===== config.mk =====
export PLATFORM = sky130hd
export DESIGN_NAME = psc_fifo
export DESIGN_NICKNAME = d
export VERILOG_FILES = /design/src/rtl/psc_pkg.sv /design/src/rtl/psc_fifo.sv
export SDC_FILE = /design/constraint.sdc
export NUM_CORES = 1
export LEC_CHECK = 0
export BUFFER_PORTS_ARGS = -buffer_cell sky130_fd_sc_hd__buf_2
export CORE_MARGIN = 2
export CORE_UTILIZATION = 40
export CTS_CLUSTER_SIZE = 16
export DETAILED_ROUTE_END_ITERATION = 6
export HOLD_SLACK_MARGIN = 0.03
export PLACE_DENSITY_LB_ADDON = 0.12
export SYNTH_ARGS = -nofsm -noshare
export SYNTH_HDL_FRONTEND = slang
export SYNTH_SLANG_ARGS = --single-unit

===== constraint.sdc =====
create_clock -name clk -period 2.45 [get_ports clk]
set_clock_uncertainty 0.15 [all_clocks]
set_input_delay 0 -clock clk [delete_from_list [all_inputs] [get_ports clk]]
set_output_delay 0 -clock clk [all_outputs]
set_load 0.02 [all_outputs]

===== src/rtl/psc_pkg.sv =====
// Shared types, constants and fixed-point helpers for the sphere contact block.
`timescale 1ns / 1ps
`default_nettype none
package psc_pkg;

  localparam int Q_W    = 32;  // Q16.16 word
  localparam int V_W    = 33;  // node minus centre, exact
  localparam int R_W    = 31;  // radius and stiffness
  localparam int FRAC_W = 16;  // Q16.16 fraction bits
  localparam int NRM_W  = 30;  // normal components are Q2.30

  localparam logic [Q_W-1:0]   Q_ONE   = 32'h0001_0000;
  localparam logic [R_W-1:0]   R_ONE   = 31'h0001_0000;
  localparam logic [2*Q_W-1:0] MAG_POS = 64'h0000_0000_7fff_ffff;
  localparam logic [2*Q_W-1:0] MAG_NEG = 64'h0000_0000_8000_0000;

  typedef enum logic [2:0] {
    REG_CENTER_X      = 3'd0,
    REG_CENTER_Y      = 3'd1,
    REG_CENTER_Z      = 3'd2,
    REG_RADIUS        = 3'd3,
    REG_STIFFNESS     = 3'd4,
    REG_FORCE_SCALE   = 3'd5,
    REG_TANGENT_SCALE = 3'd6
  } cfg_reg_t;

  typedef struct packed {
    logic signed [Q_W-1:0] cx;
    logic signed [Q_W-1:0] cy;
    logic signed [Q_W-1:0] cz;
    logic [R_W-1:0]        radius;
    logic [R_W-1:0]        stiffness;
    logic signed [Q_W-1:0] force_scale;
    logic signed [Q_W-1:0] tangent_scale;
  } cfg_t;

  typedef struct packed {
    logic                  last;
    logic signed [V_W-1:0] vx;
    logic signed [V_W-1:0] vy;
    logic signed [V_W-1:0] vz;
  } front_item_t;

  // Apply a sign to a magnitude and clamp to the signed 32 bit range.
  function automatic logic signed [Q_W-1:0] sat_from_mag(input logic [2*Q_W-1:0] m,
                                                        input logic neg);
    logic signed [Q_W-1:0] r;
    if (neg) begin
      if (m > MAG_NEG) r = 32'sh8000_0000;
      else             r = $signed(~m[Q_W-1:0] + 1'b1);
    end else begin
      if (m > MAG_POS) r = 32'sh7fff_ffff;
      else             r = $signed(m[Q_W-1:0]);
    end
    return r;
  endfunction

  function automatic logic [Q_W-1:0] mag32(input logic signed [Q_W-1:0] a);
    logic [Q_W-1:0] m;
    m = a;
    if (a[Q_W-1]) m = ~m + 1'b1;
    return m;
  endfunction

  // Sign-magnitude product, shifted right by 16 or 30, truncated toward zero, saturated.
  function automatic logic signed [Q_W-1:0] mul_sat(input logic signed [Q_W-1:0] a,
                                                   input logic signed [Q_W-1:0] b,
                                                   input logic nrm);
    logic [2*Q_W-1:0] pr;
    logic [2*Q_W-1:0] sh;
    pr = {{Q_W{1'b0}}, mag32(a)} * {{Q_W{1'b0}}, mag32(b)};
    sh = nrm ? (pr >> NRM_W) : (pr >> FRAC_W);
    return sat_from_mag(sh, a[Q_W-1] ^ b[Q_W-1]);
  endfunction

endpackage
`default_nettype wire


===== src/rtl/psc_fifo.sv =====
// Short queue that decouples the input stage from the arithmetic pipeline.
`timescale 1ns / 1ps
`default_nettype none
module psc_fifo import psc_pkg::*; #(
  parameter int DEPTH = 4
) (
  input  logic        clk,
  input  logic        rst,
  input  logic        wr_valid,
  output logic        wr_ready,
  input  front_item_t wr_item,
  output logic        rd_valid,
  input  logic        rd_ready,
  output front_item_t rd_item
);

  localparam int PW = (DEPTH > 1) ? $clog2(DEPTH) : 1;
  localparam int CW = $clog2(DEPTH + 1);

  front_item_t    mem [DEPTH];
  logic [PW-1:0]  wr_ptr;
  logic [PW-1:0]  rd_ptr;
  logic [CW-1:0]  count;
  logic           do_wr;
  logic           do_rd;

  assign wr_ready = count != CW'(DEPTH);
  assign rd_valid = count != '0;
  assign rd_item  = mem[rd_ptr];
  assign do_wr    = wr_valid && wr_ready;
  assign do_rd    = rd_valid && rd_ready;

  always_ff @(posedge clk) begin
    if (rst) begin
      wr_ptr <= '0;
      rd_ptr <= '0;
      count  <= '0;
    end else begin
      if (do_wr) wr_ptr <= (wr_ptr == PW'(DEPTH - 1)) ? '0 : wr_ptr + 1'b1;
      if (do_rd) rd_ptr <= (rd_ptr == PW'(DEPTH - 1)) ? '0 : rd_ptr + 1'b1;
      if (do_wr && !do_rd)      count <= count + 1'b1;
      else if (do_rd && !do_wr) count <= count - 1'b1;
    end
    if (do_wr) mem[wr_ptr] <= wr_item;
  end

endmodule
`default_nettype wire


==> results of run 1 <==
==> cell type report <==
cell class	instances	area share
diodes	1	0.000129
inverters	3	0.000579
well taps	468	0.0301
clock inverters	21	0.00811
repair buffers	362	0.141
flip-flops and latches	409	0.628
multi-input cells	134	0.132
clock buffers	59	0.0606
==> kinds of logic (layout without fill, tap and decap cells) <==
logic type	count (synthesis)	in the layout	share of synthesized area
other	0	1	0
AND/OR/NAND/NOR	17	17	0.00715
XOR/XNOR	2	2	0.00118
flip-flops	409	409	0.820
multiplexers	103	103	0.153
buffers and inverters	27	445	0.00984
AO/OA/AOI/OAI	5	5	0.00236
adder cells (fa/ha/maj)	7	7	0.00639
==> per-stage QoR <==
| stage | cell area (um^2) | std cells | utilization | setup TNS [ns] |
|---|---|---|---|---|
| 2_1_floorplan | 14900 | 570 | - | -64.43 |
| 3_3_place_gp | 16700 | 1242 | 0.457 | 0 |
| 3_5_place_dp | 16700 | 1242 | 0.457 | 0 |
| 4_1_cts | 19400 | 1456 | 0.531 | 0 |
| 5_1_grt | 19400 | 1456 | 0.531 | -0.00154 |
| 6_report | 19400 | 1457 | 0.531 | 0 |
==> power breakdown <==
part	switching, mW	internal (mW)
Combinational	2.51	1.90
Clock	2.54	3.59
Sequential	0.215	8.48
Total	5.26	14.0
==> layout by cell type, fill, tap and decap left out <==
cell type,instances
sky130_fd_sc_hd__edfxtp_1,400
sky130_fd_sc_hd__buf_2,205
sky130_fd_sc_hd__dlygate4sd3_1,134
sky130_fd_sc_hd__mux4_2,100
sky130_fd_sc_hd__clkbuf_16,45
sky130_fd_sc_hd__buf_12,16
sky130_fd_sc_hd__clkbuf_1,14
sky130_fd_sc_hd__clkinv_1,9
sky130_fd_sc_hd__ha_1,6
sky130_fd_sc_hd__clkinv_2,6
sky130_fd_sc_hd__buf_4,6
sky130_fd_sc_hd__dfxtp_1,5
sky130_fd_sc_hd__and3_4,4
sky130_fd_sc_hd__inv_1,3
sky130_fd_sc_hd__nor2_1,3
sky130_fd_sc_hd__mux2i_1,3
sky130_fd_sc_hd__inv_6,3
sky130_fd_sc_hd__o31ai_2,2
sky130_fd_sc_hd__or3_2,2
sky130_fd_sc_hd__xor2_1,2
sky130_fd_sc_hd__a21oi_1,2
sky130_fd_sc_hd__nand2b_1,2
sky130_fd_sc_hd__dfxtp_4,2
sky130_fd_sc_hd__bufinv_16,2
sky130_fd_sc_hd__dfxtp_2,2
sky130_fd_sc_hd__diode_2,1
sky130_fd_sc_hd__or3b_1,1
sky130_fd_sc_hd__and2_4,1
sky130_fd_sc_hd__nor3_1,1
sky130_fd_sc_hd__nand3_1,1
sky130_fd_sc_hd__or3_1,1
sky130_fd_sc_hd__nand2_1,1
sky130_fd_sc_hd__o21ai_0,1
sky130_fd_sc_hd__fa_1,1
sky130_fd_sc_hd__clkinvlp_4,1
sky130_fd_sc_hd__buf_6,1
==> worst reg2reg max path: stages, from the launching register on <==
cell and delay [ns]:
sky130_fd_sc_hd__dfxtp_1 0.37, sky130_fd_sc_hd__or3b_1 0.42, sky130_fd_sc_hd__and2_4 0.19, sky130_fd_sc_hd__ha_1 0.35
sky130_fd_sc_hd__xor2_1 0.17, sky130_fd_sc_hd__dlygate4sd3_1 0.55, sky130_fd_sc_hd__nor2_1 0.08
==> Yosys cell counts <==
library cell and instances:
sky130_fd_sc_hd__a21oi_1 2, sky130_fd_sc_hd__and2_4 1, sky130_fd_sc_hd__and3_2 4, sky130_fd_sc_hd__buf_1 7, sky130_fd_sc_hd__buf_2 4, sky130_fd_sc_hd__buf_4 10, sky130_fd_sc_hd__clkbuf_1 1, sky130_fd_sc_hd__clkbuf_2 2
sky130_fd_sc_hd__dfxtp_1 9, sky130_fd_sc_hd__edfxtp_1 400, sky130_fd_sc_hd__fa_1 1, sky130_fd_sc_hd__ha_1 6, sky130_fd_sc_hd__inv_1 3, sky130_fd_sc_hd__mux2i_1 3, sky130_fd_sc_hd__mux4_2 100, sky130_fd_sc_hd__nand2_1 1
sky130_fd_sc_hd__nand2b_1 2, sky130_fd_sc_hd__nand3_1 1, sky130_fd_sc_hd__nor2_1 3, sky130_fd_sc_hd__nor3_1 1, sky130_fd_sc_hd__o21ai_0 1, sky130_fd_sc_hd__o31ai_1 1, sky130_fd_sc_hd__o31ai_2 1, sky130_fd_sc_hd__or3_1 1
sky130_fd_sc_hd__or3_2 2, sky130_fd_sc_hd__or3b_1 1, sky130_fd_sc_hd__xor2_1 2
==> repair_timing <==
item / 4_1_cts / 5_1_grt
gates resized for setup: 0 / 4
endpoints found under the setup margin: 0 / 27
hold buffers: 134 / 0
endpoints found under the hold margin: 489 / 0
==> layer usage <==
| layer | part of all wire | vias up |
|---|---|---|
| met5 | 0 | - |
| met2 | 0.51 | 166 |
| met4 | 0.022 | 0 |
| met3 | 0.051 | 43 |
| li1 | - | 3246 |
| met1 | 0.41 | 3745 |
==> worst min-delay path by stage <==
stage | slack (ns) | depth (start not counted) | startpoint | to
2_1_floorplan | -0.05 | 0 | wr_item[0] | mem[0][0]
3_3_place_gp | 0.06 | 1 | wr_item[28] | mem[0][28]
3_5_place_dp | 0.07 | 1 | wr_item[99] | mem[3][99]
4_1_cts | 0.03 | 2 | wr_item[21] | mem[2][21]
5_1_grt | 0.04 | 2 | wr_item[76] | mem[2][76]
6_report | 0.06 | 2 | wr_item[7] | mem[0][7]
==> state kept, by name, summed over array words and instances, names as in the netlist, named ones only <==
register  cells
mem         400
wr_ptr        2
rd_ptr        2
count         3
==> impl_metrics.prom, run 1 <==
# TYPE chip_impl_metric gauge
chip_impl_metric{name="critical_path_buf_inv_count",unit=""} 1
chip_impl_metric{name="routed-via-count",unit=""} 7200
chip_impl_metric{name="ir_worst_vdd",unit="mV"} 0.639
chip_impl_metric{name="first_iter_violations",unit=""} 324
chip_impl_metric{name="post_synthesis_net_count",unit=""} 681
chip_impl_info{name="outcome",value="complete, no violations"} 1
chip_impl_metric{name="cts_sinks",unit=""} 409
chip_impl_metric{name="fmaxAchievable",unit="MHz"} 428
chip_impl_info{name="reg2reg_from",value="count[1]"} 1
chip_impl_info{name="timing.critical_path.max_delay_family",value="simple AND/OR/NAND/NOR gates"} 1
chip_impl_metric{name="place_congestion",unit=""} 0.688
chip_impl_metric{name="cp_slowest_stage_delay",unit="ns"} 0.55
chip_impl_metric{name="top_level_ports",unit=""} 206
chip_impl_metric{name="synth_top_cell_area_share",unit=""} 0.808
chip_impl_metric{name="ff_latch_area",unit="mm^2"} 0.0122
chip_impl_metric{name="core_area",unit="mm^2"} 0.0366
chip_impl_metric{name="yosys_warnings",unit=""} 0
chip_impl_metric{name="fill_cells",unit=""} 2888
chip_impl_metric{name="die_area",unit="mm^2"} 0.0387
chip_impl_metric{name="initial_utilization",unit=""} 0.406
chip_impl_metric{name="ratio_of_total_power_to_cell_area",unit="mW/mm^2"} 989
chip_impl_metric{name="final.period_utilization",unit=""} 0.953
chip_impl_info{name="critPathSlowestCell",value="sky130_fd_sc_hd__dlygate4sd3_1"} 1
chip_impl_metric{name="layout.nets",unit=""} 1065
chip_impl_metric{name="cp_data_arrival_time",unit="ns"} 2.68
chip_impl_metric{name="clock_tree.buffer_depth",unit=""} 3
chip_impl_metric{name="worst-endpoint-required",unit="ns"} 2.79
chip_impl_metric{name="postLayoutSetupSlackWorst",unit="ns"} 0.115
chip_impl_metric{name="crit_path_cell_count",unit=""} 6
chip_impl_metric{name="average_instance_area_after_synthesis",unit="um^2"} 26.1
chip_impl_metric{name="worst-r2r-cell-count",unit=""} 6
chip_impl_metric{name="cts_buffers",unit=""} 44
chip_impl_info{name="synth_largest_area_cell",value="sky130_fd_sc_hd__edfxtp_1"} 1
chip_impl_metric{name="worstPathMaxFanout",unit=""} 5
chip_impl_metric{name="timing.reg2reg.setup_slack",unit="ns"} 0.12
chip_impl_metric{name="final_antenna_violating_net_count",unit=""} 0
chip_impl_metric{name="synth-seq-area-share",unit=""} 0.820
chip_impl_info{name="rsz0062_at_grt",value="yes"} 1
chip_impl_metric{name="worst_slew_margin_rel",unit=""} 0.640
chip_impl_metric{name="grt_pass1_vias",unit=""} 8072
chip_impl_info{name="setup.worst_path.start",value="count[1]"} 1
chip_impl_metric{name="detailed_router_iteration_count_before_antenna_repair",unit=""} 4
chip_impl_metric{name="global_route.usage.met1",unit=""} 0.198
chip_impl_info{name="critPathKind",value="reg -> reg"} 1
chip_impl_info{name="endpoint_of_the_most_critical_register_to_register_path",value="count[0]"} 1
chip_impl_metric{name="gr-usage-met3",unit=""} 0.0428
chip_impl_metric{name="portBuffers",unit=""} 205
chip_impl_metric{name="met2_usage",unit=""} 0.280
chip_impl_metric{name="grt_pass1_wl",unit="mm"} 46.4
chip_impl_metric{name="holdWs",unit="ns"} 0.0591
chip_impl_metric{name="detail_route.vias_per_cell",unit=""} 4.94
chip_impl_metric{name="die_h",unit="um"} 197
chip_impl_metric{name="ys_ff_latch",unit=""} 409
chip_impl_metric{name="groute.usage.overall",unit=""} 0.161
chip_impl_metric{name="grt_start_max_net_pins",unit=""} 43
chip_impl_metric{name="number_of_placement_rows",unit=""} 70
chip_impl_metric{name="syn_inst",unit=""} 570
chip_impl_info{name="critical_path.endpoint_type",value="flop"} 1
chip_impl_metric{name="drcViolationCount",unit=""} 0
chip_impl_metric{name="routedWlPerCell",unit="um"} 20.9
chip_impl_metric{name="total_power",unit="mW"} 19.2
chip_impl_metric{name="h-tree-depth",unit=""} 2
chip_impl_info{name="worstPathCellList",value="or3b_1, and2_4, ha_1, xor2_1, dlygate4sd3_1, nor2_1"} 1
chip_impl_metric{name="multiInputGateArea",unit="mm^2"} 0.00256
chip_impl_metric{name="finalSetupViolations",unit=""} 0
chip_impl_metric{name="fraction_of_final_layout_cells_with_drive_strength_greater_than_1",unit=""} 0.403
chip_impl_metric{name="place_hpwl",unit="mm"} 18.5
chip_impl_info{name="post_synth_main_area_contributors",value="sky130_fd_sc_hd__edfxtp_1, sky130_fd_sc_hd__mux4_2, sky130_fd_sc_hd__dfxtp_1"} 1
chip_impl_metric{name="hold_violations",unit=""} 0
chip_impl_metric{name="count_of_cell_types_in_the_netlist",unit=""} 27
chip_impl_metric{name="setup_bufs_post_cts",unit=""} 0
chip_impl_metric{name="wirelength",unit="mm"} 30.5
chip_impl_metric{name="grt_antenna_before_repair",unit=""} 1
chip_impl_metric{name="area_delta_synth_final",unit="%"} 30.7
chip_impl_metric{name="die_width",unit="um"} 197
chip_impl_metric{name="final-max-slew-violation-count",unit=""} 0
chip_impl_metric{name="finalCriticalPeriod",unit="ns"} 2.33
chip_impl_info{name="critPathCapture",value="count[0]"} 1
chip_impl_metric{name="dp_worst_setup_slack",unit="ns"} 0.0771
chip_impl_info{name="worst_hold_path_type",value="in -> reg"} 1
chip_impl_info{name="gr-max-usage-layer",value="met2"} 1
chip_impl_metric{name="maxCapViolCount",unit=""} 0
chip_impl_metric{name="grt_overflow_total",unit=""} 0
chip_impl_metric{name="worst_setup_hold_path_clk_slew",unit="ns"} 0.06
chip_impl_info{name="cp-start-kind",value="flop"} 1
chip_impl_metric{name="power.leakage",unit="nW"} 6.60
chip_impl_metric{name="worst_pin_slew",unit="ns"} 0.539
chip_impl_info{name="cts_tree",value="yes"} 1
chip_impl_metric{name="insertion_delay",unit="ns"} 0.56
chip_impl_metric{name="netlist_area",unit="mm^2"} 0.0149
chip_impl_info{name="cts_root_buf",value="sky130_fd_sc_hd__clkbuf_16"} 1
No activity file was read; power rests on OpenSTA's default activity.
==> run 2, diff against run 1 <==
==> constraint.sdc (replaced) <==
create_clock -name clk -period 2 [get_ports clk]
set_clock_uncertainty 0.15 [all_clocks]
set_input_delay 0 -clock clk [delete_from_list [all_inputs] [get_ports clk]]
set_output_delay 0 -clock clk [all_outputs]
set_load 0.02 [all_outputs]
==> run 2 against run 1 <==
  * Largest cell class unchanged
  * First-iteration DRC count rose by 13%
  * Sequential share of layout area shrank 2.7 points
  * Critical path type is now reg -> out
  * Combinational power up 64%
  * Via count grew 1.7%
  * Clock power is 23% higher
  * The flow now finishes with violations (negative setup slack)
==> impl_metrics.prom, run 2 (synthesis gave the netlist of run 1 again) <==
# TYPE chip_impl_metric gauge
chip_impl_info{name="worst_hold_path_type",value="in -> reg"} 1
chip_impl_info{name="cts_tree",value="yes"} 1
chip_impl_info{name="largest-register",value="mem"} 1
chip_impl_metric{name="grt_start_max_net_pins",unit=""} 55
chip_impl_metric{name="finalCriticalPeriod",unit="ns"} 2.14
chip_impl_metric{name="initial_utilization",unit=""} 0.406
chip_impl_metric{name="detail_route.vias_per_cell",unit=""} 5.04
chip_impl_metric{name="maxCapViolCount",unit=""} 0
chip_impl_metric{name="worst_setup_hold_path_clk_slew",unit="ns"} 0.06
chip_impl_metric{name="area_delta_synth_final",unit="%"} 36.6
chip_impl_metric{name="hold_violations",unit=""} 0
chip_impl_info{name="outcome",value="complete, but fails checks"} 1
chip_impl_metric{name="final.period_utilization",unit=""} 1.07
chip_impl_metric{name="postLayoutSetupSlackWorst",unit="ns"} -0.138
chip_impl_metric{name="h-tree-depth",unit=""} 2
chip_impl_metric{name="worstPathMaxFanout",unit=""} 6
chip_impl_metric{name="detailed_router_iteration_count_before_antenna_repair",unit=""} 6
chip_impl_metric{name="die_area",unit="mm^2"} 0.0387
chip_impl_metric{name="groute.usage.overall",unit=""} 0.160
chip_impl_metric{name="cts_sinks",unit=""} 409
chip_impl_metric{name="finalSetupViolations",unit=""} 102
chip_impl_info{name="commonest_non_fill_non_tap_cells_in_the_layout",value="sky130_fd_sc_hd__edfxtp_1, sky130_fd_sc_hd__buf_2, sky130_fd_sc_hd__dlygate4sd3_1"} 1
chip_impl_metric{name="grt_overflow_total",unit=""} 0
chip_impl_metric{name="insertion_delay",unit="ns"} 0.54
chip_impl_info{name="rsz0062_at_grt",value="yes"} 1
chip_impl_metric{name="die_width",unit="um"} 197
chip_impl_info{name="critical_path.endpoint_type",value="output pin"} 1
chip_impl_metric{name="core_area",unit="mm^2"} 0.0366
chip_impl_metric{name="first_iter_violations",unit=""} 366
chip_impl_metric{name="ratio_of_total_power_to_cell_area",unit="mW/mm^2"} 1250
chip_impl_metric{name="grt_antenna_before_repair",unit=""} 0
chip_impl_metric{name="final-max-slew-violation-count",unit=""} 0
chip_impl_metric{name="number_of_placement_rows",unit=""} 70
chip_impl_metric{name="fraction_of_final_layout_cells_with_drive_strength_greater_than_1",unit=""} 0.438
chip_impl_metric{name="worst_pin_slew",unit="ns"} 0.447
chip_impl_info{name="cts_root_buf",value="sky130_fd_sc_hd__clkbuf_16"} 1
chip_impl_metric{name="holdWs",unit="ns"} 0.0597
chip_impl_metric{name="timing.reg2reg.setup_slack",unit="ns"} -0.09
chip_impl_metric{name="grt_pass1_wl",unit="mm"} 46.2
chip_impl_info{name="critPathSlowestCell",value="sky130_fd_sc_hd__mux4_2"} 1
chip_impl_metric{name="wirelength",unit="mm"} 31.7
chip_impl_info{name="worstPathCellList",value="buf_12, buf_4, mux4_2, buf_2"} 1
chip_impl_metric{name="largest_register_ffs",unit=""} 400
chip_impl_metric{name="fill_cells",unit=""} 2783
chip_impl_metric{name="worst_slew_margin_rel",unit=""} 0.702
chip_impl_metric{name="routed-via-count",unit=""} 7322
chip_impl_metric{name="final_area",unit="mm^2"} 0.0203
chip_impl_info{name="largest_registers",value="mem: 400 flops, count: 3 flops"} 1
chip_impl_metric{name="cp_data_arrival_time",unit="ns"} 1.99
chip_impl_metric{name="routedWlPerCell",unit="um"} 21.8
chip_impl_metric{name="total_power",unit="mW"} 25.4
chip_impl_metric{name="worst-endpoint-required",unit="ns"} 1.85
chip_impl_metric{name="fmaxAchievable",unit="MHz"} 468
chip_impl_metric{name="place_congestion",unit=""} 0.720
chip_impl_metric{name="drcViolationCount",unit=""} 0
chip_impl_metric{name="die_h",unit="um"} 197
chip_impl_metric{name="portBuffers",unit=""} 205
chip_impl_metric{name="dp_worst_setup_slack",unit="ns"} -0.133
chip_impl_metric{name="place_hpwl",unit="mm"} 18.5
chip_impl_metric{name="top_level_ports",unit=""} 206
chip_impl_metric{name="ir_worst_vdd",unit="mV"} 0.697
chip_impl_metric{name="layout.nets",unit=""} 1065
chip_impl_metric{name="place_area",unit="mm^2"} 0.0169
chip_impl_metric{name="cts_buffers",unit=""} 43
chip_impl_metric{name="grt_pass1_vias",unit=""} 8063
chip_impl_metric{name="clock_tree.buffer_depth",unit=""} 3
chip_impl_info{name="critPathKind",value="reg -> out"} 1
chip_impl_info{name="cp-start-kind",value="flop"} 1
chip_impl_metric{name="final_antenna_violating_net_count",unit=""} 0
chip_impl_info{name="most_common_cell_after_layout_fill_and_taps_aside",value="sky130_fd_sc_hd__edfxtp_1"} 1
chip_impl_metric{name="num_antenna_cells",unit=""} 0
chip_impl_metric{name="cp_slowest_stage_delay",unit="ns"} 0.51
chip_impl_info{name="violations",value="negative setup slack"} 1
chip_impl_metric{name="power.leakage",unit="nW"} 6.93
run 2: final cells by class:
cell class                      count  area, um^2  area share
Timing Repair Buffer              363        3570       0.176
Tap cell                          468         586      0.0288
Sequential cell                   409       12200       0.601
Clock buffer                       48        1120      0.0549
Multi-Input combinational cell    134        2600       0.128
Inverter                            3        11.3    0.000554
Clock inverter                     29         225      0.0111
run 2: metal layers:
metal  track usage  vias to the layer above  share of wire
li1              -                     3223              -
met1         0.190                     3870           0.40
met2         0.287                      182           0.53
met3        0.0375                       47          0.049
met4        0.0515                        0          0.023
met5             0                        -              0
run 2: final timing paths:
| path | start | end | depth (start not counted) |
|---|---|---|---|
| setup / recovery | flop | rd_item[36] | 4 |
| hold / removal | wr_item[15] | mem[0][15] | 2 |
| setup reg to reg | count[2] | count[2] | 8 |
| hold reg to reg | rd_ptr[0] | flop | 2 |
run 2: power by group:
part	switching (mW)	total, mW	internal [mW]	leakage [nW]
logic	3.53	7.26	3.74	2.53
clock network	3.10	7.50	4.40	0.661
registers	0.235	10.6	10.4	3.74
run 2: what timing repair did:
action                                  CTS  global route
pin swaps                                 3             0
hold buffers                            111             0
resized for setup                        92           115
endpoints found under the setup margin  102           102
cloned                                    5             5
hold endpoints to repair                462             0
setup buffers                             5             1
run 2: worst max-delay path, delay by kind of cell (launching register included):
family	cells	cell delay, ns
DFF	1	0.41
buffers and inverters	3	0.52
muxes	1	0.51
run 2: through the flow:
stage / std cells / setup TNS [ns] / util
floorplan: 570 / -6.37 / -
global placement: 1250 / -0.0415 / 0.461
detailed placement: 1250 / -0.164 / 0.461
CTS: 1448 / -16.67 / 0.542
global route: 1454 / -16.89 / 0.555
finish: 1454 / -9.62 / 0.555
